<file path="config.mk">
export PLATFORM = sky130hd
export DESIGN_NAME = mfdp_ctrl
export DESIGN_NICKNAME = d
export VERILOG_FILES = /design/src/rtl/mfdp_pkg.sv /design/src/rtl/mfdp_ctrl.sv
export SDC_FILE = /design/constraint.sdc
export NUM_CORES = 1
export LEC_CHECK = 0
export BUFFER_PORTS_ARGS = -buffer_cell sky130_fd_sc_hd__buf_2
export CAP_MARGIN = 10
export CELL_PAD_IN_SITES_DETAIL_PLACEMENT = 1
export CELL_PAD_IN_SITES_GLOBAL_PLACEMENT = 1
export CORE_AREA = 2 2 39 41
export DETAILED_ROUTE_END_ITERATION = 7
export DIE_AREA = 0 0 41 43
export PLACE_DENSITY = 0.53
export SYNTH_ARGS = -nofsm -noshare
export SYNTH_HDL_FRONTEND = slang
export SYNTH_SLANG_ARGS = --single-unit
</file>
<file path="constraint.sdc">
create_clock -name i_clk -period 3.7 [get_ports i_clk]
set_input_delay 0.185 -clock i_clk [delete_from_list [all_inputs] [get_ports i_clk]]
set_output_delay 0.185 -clock i_clk [all_outputs]
set_load 0.01 [all_outputs]
</file>
<file path="src/rtl/mfdp_pkg.sv">
// shared constants and controller/datapath interface types for the delta prefetcher
package mfdp_pkg;

    localparam int ADDR_W             = 64;
    localparam int HISTORY_DEPTH_DEF  = 16;
    localparam int BLOCK_SHIFT_DEF    = 6;

    // commands from controller to datapath
    typedef struct packed {
        logic accept;   // take the request, push its line into the history
        logic load;     // build the neighbor difference array, clear the best
        logic step;     // score one candidate delta and rotate the array
        logic emit;     // load the output register with the prefetch
    } t_cmd;

    // status from datapath to controller
    typedef struct packed {
        logic hit;          // request on the input is a cache hit
        logic primed_next;  // history is full once this request is pushed
        logic scan_last;    // current step scores the last candidate
        logic out_free;     // output register can take a new prefetch now
    } t_stat;

endpackage

</file>
<file path="src/rtl/mfdp_ctrl.sv">
// sequencing state machine for the delta prefetcher
module mfdp_ctrl
    import mfdp_pkg::*;
(
    input  logic  i_clk,
    input  logic  i_rst_n,
    input  logic  i_in_valid,
    output logic  o_in_ready,
    input  t_stat i_stat,
    output t_cmd  o_cmd
);

    typedef enum logic [1:0] {
        S_IDLE,
        S_LOAD,
        S_SCAN,
        S_EMIT
    } t_state;

    t_state r_state;
    t_state n_state;

    // next state and commands
    always_comb begin
        n_state = r_state;
        o_cmd   = '0;
        case (r_state)
            S_IDLE: begin
                if (i_in_valid) begin
                    o_cmd.accept = 1'b1;
                    if (i_stat.hit) begin
                        n_state = S_IDLE;
                    end else if (i_stat.primed_next) begin
                        n_state = S_LOAD;
                    end else begin
                        n_state = S_EMIT;
                    end
                end
            end
            S_LOAD: begin
                o_cmd.load = 1'b1;
                n_state    = S_SCAN;
            end
            S_SCAN: begin
                o_cmd.step = 1'b1;
                if (i_stat.scan_last) begin
                    n_state = S_EMIT;
                end
            end
            S_EMIT: begin
                if (i_stat.out_free) begin
                    o_cmd.emit = 1'b1;
                    n_state    = S_IDLE;
                end
            end
            default: begin
                n_state = S_IDLE;
            end
        endcase
    end

    // state register
    always_ff @(posedge i_clk) begin
        if (!i_rst_n) begin
            r_state <= S_IDLE;
        end else begin
            r_state <= n_state;
        end
    end

    assign o_in_ready = (r_state == S_IDLE);

`ifndef ASSERT_OFF
    // a hit request never produces work after it
    a_hit_returns_idle: assert property (@(posedge i_clk) disable iff (!i_rst_n)
        (o_cmd.accept && i_stat.hit) |=> (r_state == S_IDLE))
        else $error("hit request did not return to idle");

    // a scan is always preceded by a load or another scan step
    a_scan_after_load: assert property (@(posedge i_clk) disable iff (!i_rst_n)
        $rose(r_state == S_SCAN) |-> $past(r_state == S_LOAD))
        else $error("scan entered without load");

    // only one command at a time
    a_one_cmd: assert property (@(posedge i_clk) disable iff (!i_rst_n)
        $onehot0(o_cmd))
        else $error("more than one command issued");
`endif

endmodule

</file>
# Word-level counts from Yosys, hierarchy flattened

Cells that the tools add are included.

Flip-flop bits (word level): 2
Input port bits: 7

Eq/ne operators: 6
Multiplexer cells: 12
Reductions and logical operators: 2

Operator list:

| kind                                                 | number |
|---|---|
| 2-to-1 mux 2 bit                                     | 5 |
| case mux 2 bit (4 select lines)                      | 1 |
| 2-to-1 mux 1 bit                                     | 6 |
| inequality test 2 bit (second input constant)        | 3 |
| equality test 2 bit (second input constant)          | 2 |
| AND reduction 3 bit                                  | 1 |
| equality test 2 x 1 -> 1 bit (second input constant) | 1 |
| zero test 2 bit                                      | 1 |

# Depth between registers and ports, before layout

Gate-level depths: netlist of run 1.

Depth after elaboration: 4
Depth in mapped cells: 5

# Worst setup path after synthesis of run 1

Ideal clock, no wire load.

Path kind: register to register
Start point: register r_state[0]
End point: register r_state[1]
Setup time: 0.069 ns
Arrival: 1.444 ns
Required time: 3.631 ns
Setup slack: 2.187 ns
Cell stages (with the launch flop): 6
Clock period less this slack: 1.513 ns
Cells stage by stage: dfxtp_1 inv_1 ha_1 nor2b_4 or4b_1 o21ai_1

Word-level cells in the longest chain between the ends: 3
Elaborated cells between the ends (all ways): 9
Those cells by class: 6 x eq/ne; 1 x mux; 2 x reduce/logical

RTL lines:

| element                                | line            | source |
|---|---|---|
| start: declaration                     | mfdp_ctrl.sv:20 | `t_state r_state;` |
| start signal: assignment               | mfdp_ctrl.sv:67 | `r_state <= n_state;` |
| zero test 2 bit (*)                    | --              |  |
| named net o_in_ready                   | mfdp_ctrl.sv:8  | `output logic o_in_ready,` |
| inequality test 2 bit (no source line) | --              |  |
| AND reduction 3 bit (no source line)   | --              |  |

The timed path passes the listed nets; every way through them passes the cells marked *.
A chain may end at the register's enable or synchronous reset.

# Final worst setup path of run 1

Start point: register r_state[0]
End point: register r_state[1]

Word-level cells in the longest chain between the ends: 3
Elaborated cells between the ends (all ways): 9
Those cells by class: 6 x eq/ne; 1 x mux; 2 x reduce/logical

RTL lines:

| element                                                       | line            | source |
|---|---|---|
| equality test 2 bit / zero test 2 bit (equally long branches) | mfdp_ctrl.sv:27 | `case (r_state)` |
| inequality test 2 bit (no source line)                        | --              |  |
| AND reduction 3 bit (no source line)                          | --              |  |

Several ways; a longest one is shown, not always the timed one.

==> results of run 1 <==
[final timing paths]
kind                end        from
max reg2reg  r_state[1]  r_state[0]
min reg2reg  r_state[1]  r_state[1]
max          r_state[1]  r_state[0]
min          r_state[0]     i_rst_n
[cells in the final DEF (no fill, tap or decap)]
cell type and count:
clkbuf_4 3, and2_2 1, o211ai_1 1, inv_1 2, and2b_1 1, nor2_1 1
mux2i_1 1, nor2b_4 1, and2_1 1, buf_2 11, dfxtp_1 2, o41ai_1 1
or4b_1 1, o21ai_1 1, o311ai_1 2, ha_1 4, nand2_1 1, nor2b_1 1
[per-stage QoR]
stage | power, mW | cells | setup WS (ps) | cell area [um2]
6_report | 0.1499 | 52 | 2145 | 302.8
3_3_place_gp | 0.1045 | 49 | 2125 | 280.3
2_1_floorplan | 0.08163 | 22 | 2187 | 205.2
3_5_place_dp | 0.1029 | 49 | 2148 | 280.3
5_1_grt | 0.1662 | 52 | 2044 | 302.8
4_1_cts | 0.1548 | 52 | 2130 | 302.8
[metal layers]
layer	up-vias	wire length, um
met3	0	22
met2	5	252
met4	0	0
met5	-	0
li1	111	-
met1	98	193
[cell families (layout without fill, tap and decap cells)]
group	after synthesis	after routing
buf+inv	2	16
mux	1	1
compound gates	5	5
fa+ha+maj	4	4
flops	2	2
simple gates	8	8
[synthesized netlist by cell type]
cell type,number,area (um2)
or4b_1,1,10.01
o311ai_1,2,17.52
o21ai_1,1,5.000
and2b_1,1,7.510
dfxtp_1,2,40.04
o41ai_1,1,8.760
nor2b_4,1,13.76
and2_1,1,6.260
nor2b_1,1,6.260
and2_2,1,7.510
inv_1,2,7.510
mux2i_1,1,10.01
ha_1,4,50.05
nand2_1,1,3.750
o211ai_1,1,7.510
nor2_1,1,3.750
[power groups by stage]
stage | combinational, mW | sequential [mW] | clock [mW]
floorplan | 0.0497 | 0.0319 | 0
global placement | 0.0705 | 0.0339 | 0
detailed placement | 0.0695 | 0.0334 | 0
CTS | 0.0700 | 0.0331 | 0.0517
global route | 0.0779 | 0.0342 | 0.0542
finish | 0.0688 | 0.0329 | 0.0482
[worst max-delay path, cell delays in order (launching register included)]
cell	delay, ps
dfxtp_1	370
inv_1	80
ha_1	270
nor2b_4	160
or4b_1	500
o21ai_1	110
[cell type report]
class	count	area (um2)
Tap cell	16	20.02
Sequential cell	2	40.04
Inverter	2	7.507
Clock buffer	3	22.52
Fill cell	174	1081
Timing Repair Buffer	11	55.05
Multi-Input combinational cell	18	157.7
==> results.yml, run 1 <==
outcome:
  status: "completed"
route:
  drtAntennaViolNets: 0
  wl_um: 468
  num_vias: 214
  drt_iter0_markers: 1
  wl_per_cell_um: 9.000
  first_pass_iters: 2
  vias_per_cell: 4.115
  drc: 0
placement:
  dp_hpwl_um: 390.5
  gp_congestion: 0.5760
  io_buffers: 11
global_route:
  antenna_found_initial: 0
  use_met2_pct: 9.688
  grt-busiest-layer: "met2"
  grt_pass1_vias: 209
  grt_pass1_wl_um: 759
  grt_overflow: 0
  grt_max_degree: 7
  use_met3_pct: 4.712
  met1_usage_pct: 6.369
  gr-usage-all-layers_pct: 6.607
power_and_ir_drop:
  power.share.switching_pct: 35.38
  seqPwrFrac_pct: 22.0
  p_leak_nw: 0.1620
  p_int_mw: 0.09684
  p_sw_mw: 0.05302
  peakVddDrop_mv: 0.1069
  pwr-share-clk_pct: 32.1
  comb_power_share_pct: 45.9
  powerDensity_nw_per_um2: 494.9
layout:
  num_antenna_cells: 0
  layout.nets: 49
  drive_above_1_share_pct: 44.44
  reg_top3: "r_state x2"
  area_growth_pct: 47.56
  finalCoreUtilization_pct: 21.88
  largest_reg_flops: 2
  regMostFlops: "r_state"
synth:
  synth_seq_cells: 2
  synthCells: 22
  synthMuxAreaShare_pct: 4.878
  syn_area_per_cell_um2: 9.327
  synth_top_family_by_area: "simple AND/OR/NAND/NOR gates"
  synth_cell_types: 16
  synth-warning-count: 0
  synthAdderAreaFrac_pct: 24.39
  netlist_area_um2: 205.2
  synthesis.nets: 33
  synth_compound_area_share_pct: 18.90
  ys_seq_area_share_pct: 19.51
  synthSimpleGateAreaFrac_pct: 28.66
  synth_xor_xnor_area_share_pct: 0
critical_path:
  cp-end-kind: "flop"
  cp.arrival_ps: 1710
  cp-start-kind: "flop"
  crit_type: "reg -> reg"
  cp_max_fo: 6
  critical_path_required_ps: 3860
  reg2reg_depth: 5
  reg2reg_slack_ps: 2140
floorplan:
  die_area_um2: 1763
  rows: 14
  pin_count: 12
  start_util_pct: 14.83
  die_x_um: 41
  core_um2: 1384
  die_y_um: 43
clock_network:
  clock-sinks: 2
  clk_latency_ps: 220
  cts_made_buffers: 3
  ctsResizeCount: 0
  ctsHoldBuffers: 0
  cts_root_buffer: "clkbuf_4"
  htreeDepth: 1
  cts_tree: "done"
  cts_max_path_buffers: 2
  clkSlewWorstSetupHoldPaths_ps: 30
  post-cts-setup-buffers: 0
timing:
  skew_ps: 0.5639
  hold-worst-slack_ps: 269.6
  period_needed_ps: 1555
  slew_viol_final: 0
  slew_headroom_pct: 83.20
  worst_pin_slew_ps: 248.8
  fin_crit_sh_pct: 42.03
  fmax_mhz: 643.0
  rsz0062_at_grt: "false"
  setup_tns_ps: 0
  hold_viol: 0
  setup_viol: 0
min_path:
  hold_path_class: "in -> reg"
  hold_depth: 3
job:
  cap_violations: 0
Power figures use the tool's default switching activity.
==> inputs of run 2 (changes only) <==
PLACE_DENSITY = 0.54   (was 0.53)
clock period = 1.3 ns   (was 3.7 ns; I/O delays follow)
==> run 2 against run 1 <==
The flow now finishes with violations (negative setup slack); critical path depth is the same; sequential power grew to 3.6 times the previous value; worst setup slack lost 2200 ps; routed wire length grew 65%; core utilization grew 14 points; first-iteration DRC count grew to 4.0 times the previous value; via count grew 23%; count of clock-buffer cells in the layout grew 1.
==> results.yml, run 2 (synthesis results as in run 1) <==
outcome:
  status: "finished with violations"
  violations: "negative setup slack"
timing:
  fin_crit_sh_pct: 107.9
  hold_viol: 0
  period_needed_ps: 1403
  slew_headroom_pct: 81.44
  setup_viol: 2
  fmax_mhz: 712.8
  setup_tns_ps: -181.2
  rsz0062_at_grt: "true"
  worst_pin_slew_ps: 274.1
  skew_ps: 10.39
  worst_slack_ps: -103.0
  slew_viol_final: 0
clock_network:
  clk_latency_ps: 240
  cts_max_path_buffers: 2
  ctsHoldBuffers: 0
  clock-sinks: 2
  cts_tree: "done"
  htreeDepth: 1
  cts_root_buffer: "clkbuf_4"
  clkSlewWorstSetupHoldPaths_ps: 40
  cts_made_buffers: 3
route:
  wl_per_cell_um: 12.22
  drtAntennaViolNets: 0
  drc: 0
  vias_per_cell: 4.190
  drt_iter0_markers: 4
  wl_um: 770
  first_pass_iters: 4
  num_vias: 264
global_route:
  grt_pass1_vias: 281
  grt_max_degree: 6
  gr-usage-all-layers_pct: 11.11
  grt_overflow: 0
  grt_pass1_wl_um: 1200
  antenna_found_initial: 0
placement:
  io_buffers: 11
  dp_hpwl_um: 542.8
  dp_cells: 56
  gp_congestion: 0.7277
power_and_ir_drop:
  seqPwrFrac_pct: 17.0
  peakVddDrop_mv: 0.5395
  pwr-share-clk_pct: 22.6
  p_leak_nw: 0.2273
  comb_power_share_pct: 60.4
  powerDensity_nw_per_um2: 1428
  totalPowerFinal_mw: 0.7021
  power.share.switching_pct: 35.40
  p_sw_mw: 0.2485
  p_int_mw: 0.4535
critical_path:
  reg2reg_depth: 5
  cp.arrival_ps: 1570
  reg2reg_slack_ps: -100
  path_cells: "inv_4 > ha_4 > nor2b_4 > or4b_1 > o21ai_1"
  regToRegStartpoint: "r_state[1]"
  max_stage_delay_ps: 490
  critPathTopFamily: "simple AND/OR/NAND/NOR gates"
  cp-start-kind: "flop"
  r2r_end: "r_state[1]"
  critPathBufInv: 1
  cp_max_fo: 4
  critical_path_required_ps: 1460
  cp-end-kind: "flop"
  slowest_stage: "or4b_1"
  crit_type: "reg -> reg"
floorplan:
  die_y_um: 43
  core_um2: 1384
  pin_count: 12
  start_util_pct: 14.83
  die_area_um2: 1763
  die_x_um: 41
  rows: 14
min_path:
  hold_depth: 3
  min_to: "r_state[1]"
  hold_path_class: "in -> reg"
  min_from: "i_rst_n"
job:
  cap_violations: 0
layout:
  fillers: 165
  reg_top3: "r_state x2"
  final_common_cell: "buf_2"
  area_growth_pct: 139.6
  stdcell_count: 63
  num_antenna_cells: 0
  largest_reg_flops: 2
  final_cell_mix: "buf_2, buf_4, buf_6, ha_4, clkbuf_4"
  regMostFlops: "r_state"
  layout.nets: 59
  drive_above_1_share_pct: 78.72
-- run 2: timing repair --
item | CTS | global route
pin swaps | 3 | 1
buffers inserted | 2 | 1
setup endpoints to repair | 3 | 4
gates resized for setup | 8 | 7
-- run 2: routing by layer --
metal	up-vias	GRT usage (%)	routed length (um)	part of all wire (%)
li1	131	-	-	-
met1	121	11.46	296	38
met2	10	15.94	414	54
met3	2	4.712	38	4.9
met4	0	10.00	19	2.5
met5	-	0	0	0
-- run 2: layout make-up --
class,instances,area (um2),share of cell area [%]
inverters,2,12.51,2.545
repair buffers,21,153.9,31.30
well taps,16,20.02,4.071
flip-flops and latches,2,47.55,9.669
multi-input cells,18,231.5,47.07
clock buffers,4,26.28,5.344
-- run 2: stage by stage --
stage	setup WS (ps)	hold WS [ps]	utilization (%)	cell area, um2
floorplan	-82.78	218.9	-	242.7
global placement	-89.65	362.7	26.76	370.4
detailed placement	-115.6	388.8	26.76	370.4
CTS	-96.39	155.5	33.27	460.4
global route	-153.4	170.5	35.53	491.7
finish	-103.0	168.0	35.53	491.7
-- run 2: how the worst max path moves through the flow --
stage	startpoint	end	slack, ps	cells after the start
after floorplan	r_state[1]	r_state[1]	-80	5
after global placement	r_state[0]	r_state[1]	-90	5
after detailed placement	r_state[0]	r_state[1]	-120	5
after CTS	r_state[1]	r_state[1]	-100	4
after global routing	r_state[1]	r_state[1]	-150	4
final	r_state[1]	r_state[1]	-100	5
-- run 2: worst register-to-register path, cell delays in order, from the launching register on --
cell and delay, ps:
dfxtp_4 390, inv_4 50, ha_4 150, nor2b_4 130, or4b_1 490, o21ai_1 120
-- run 2: power by group through the flow --
stage	clock (mW)	sequential (mW)	combinational (mW)
finish	0.159	0.119	0.424
global route	0.171	0.123	0.461
CTS	0.168	0.117	0.361
detailed placement	0	0.106	0.302
global placement	0	0.106	0.294
floorplan	0	0.101	0.180
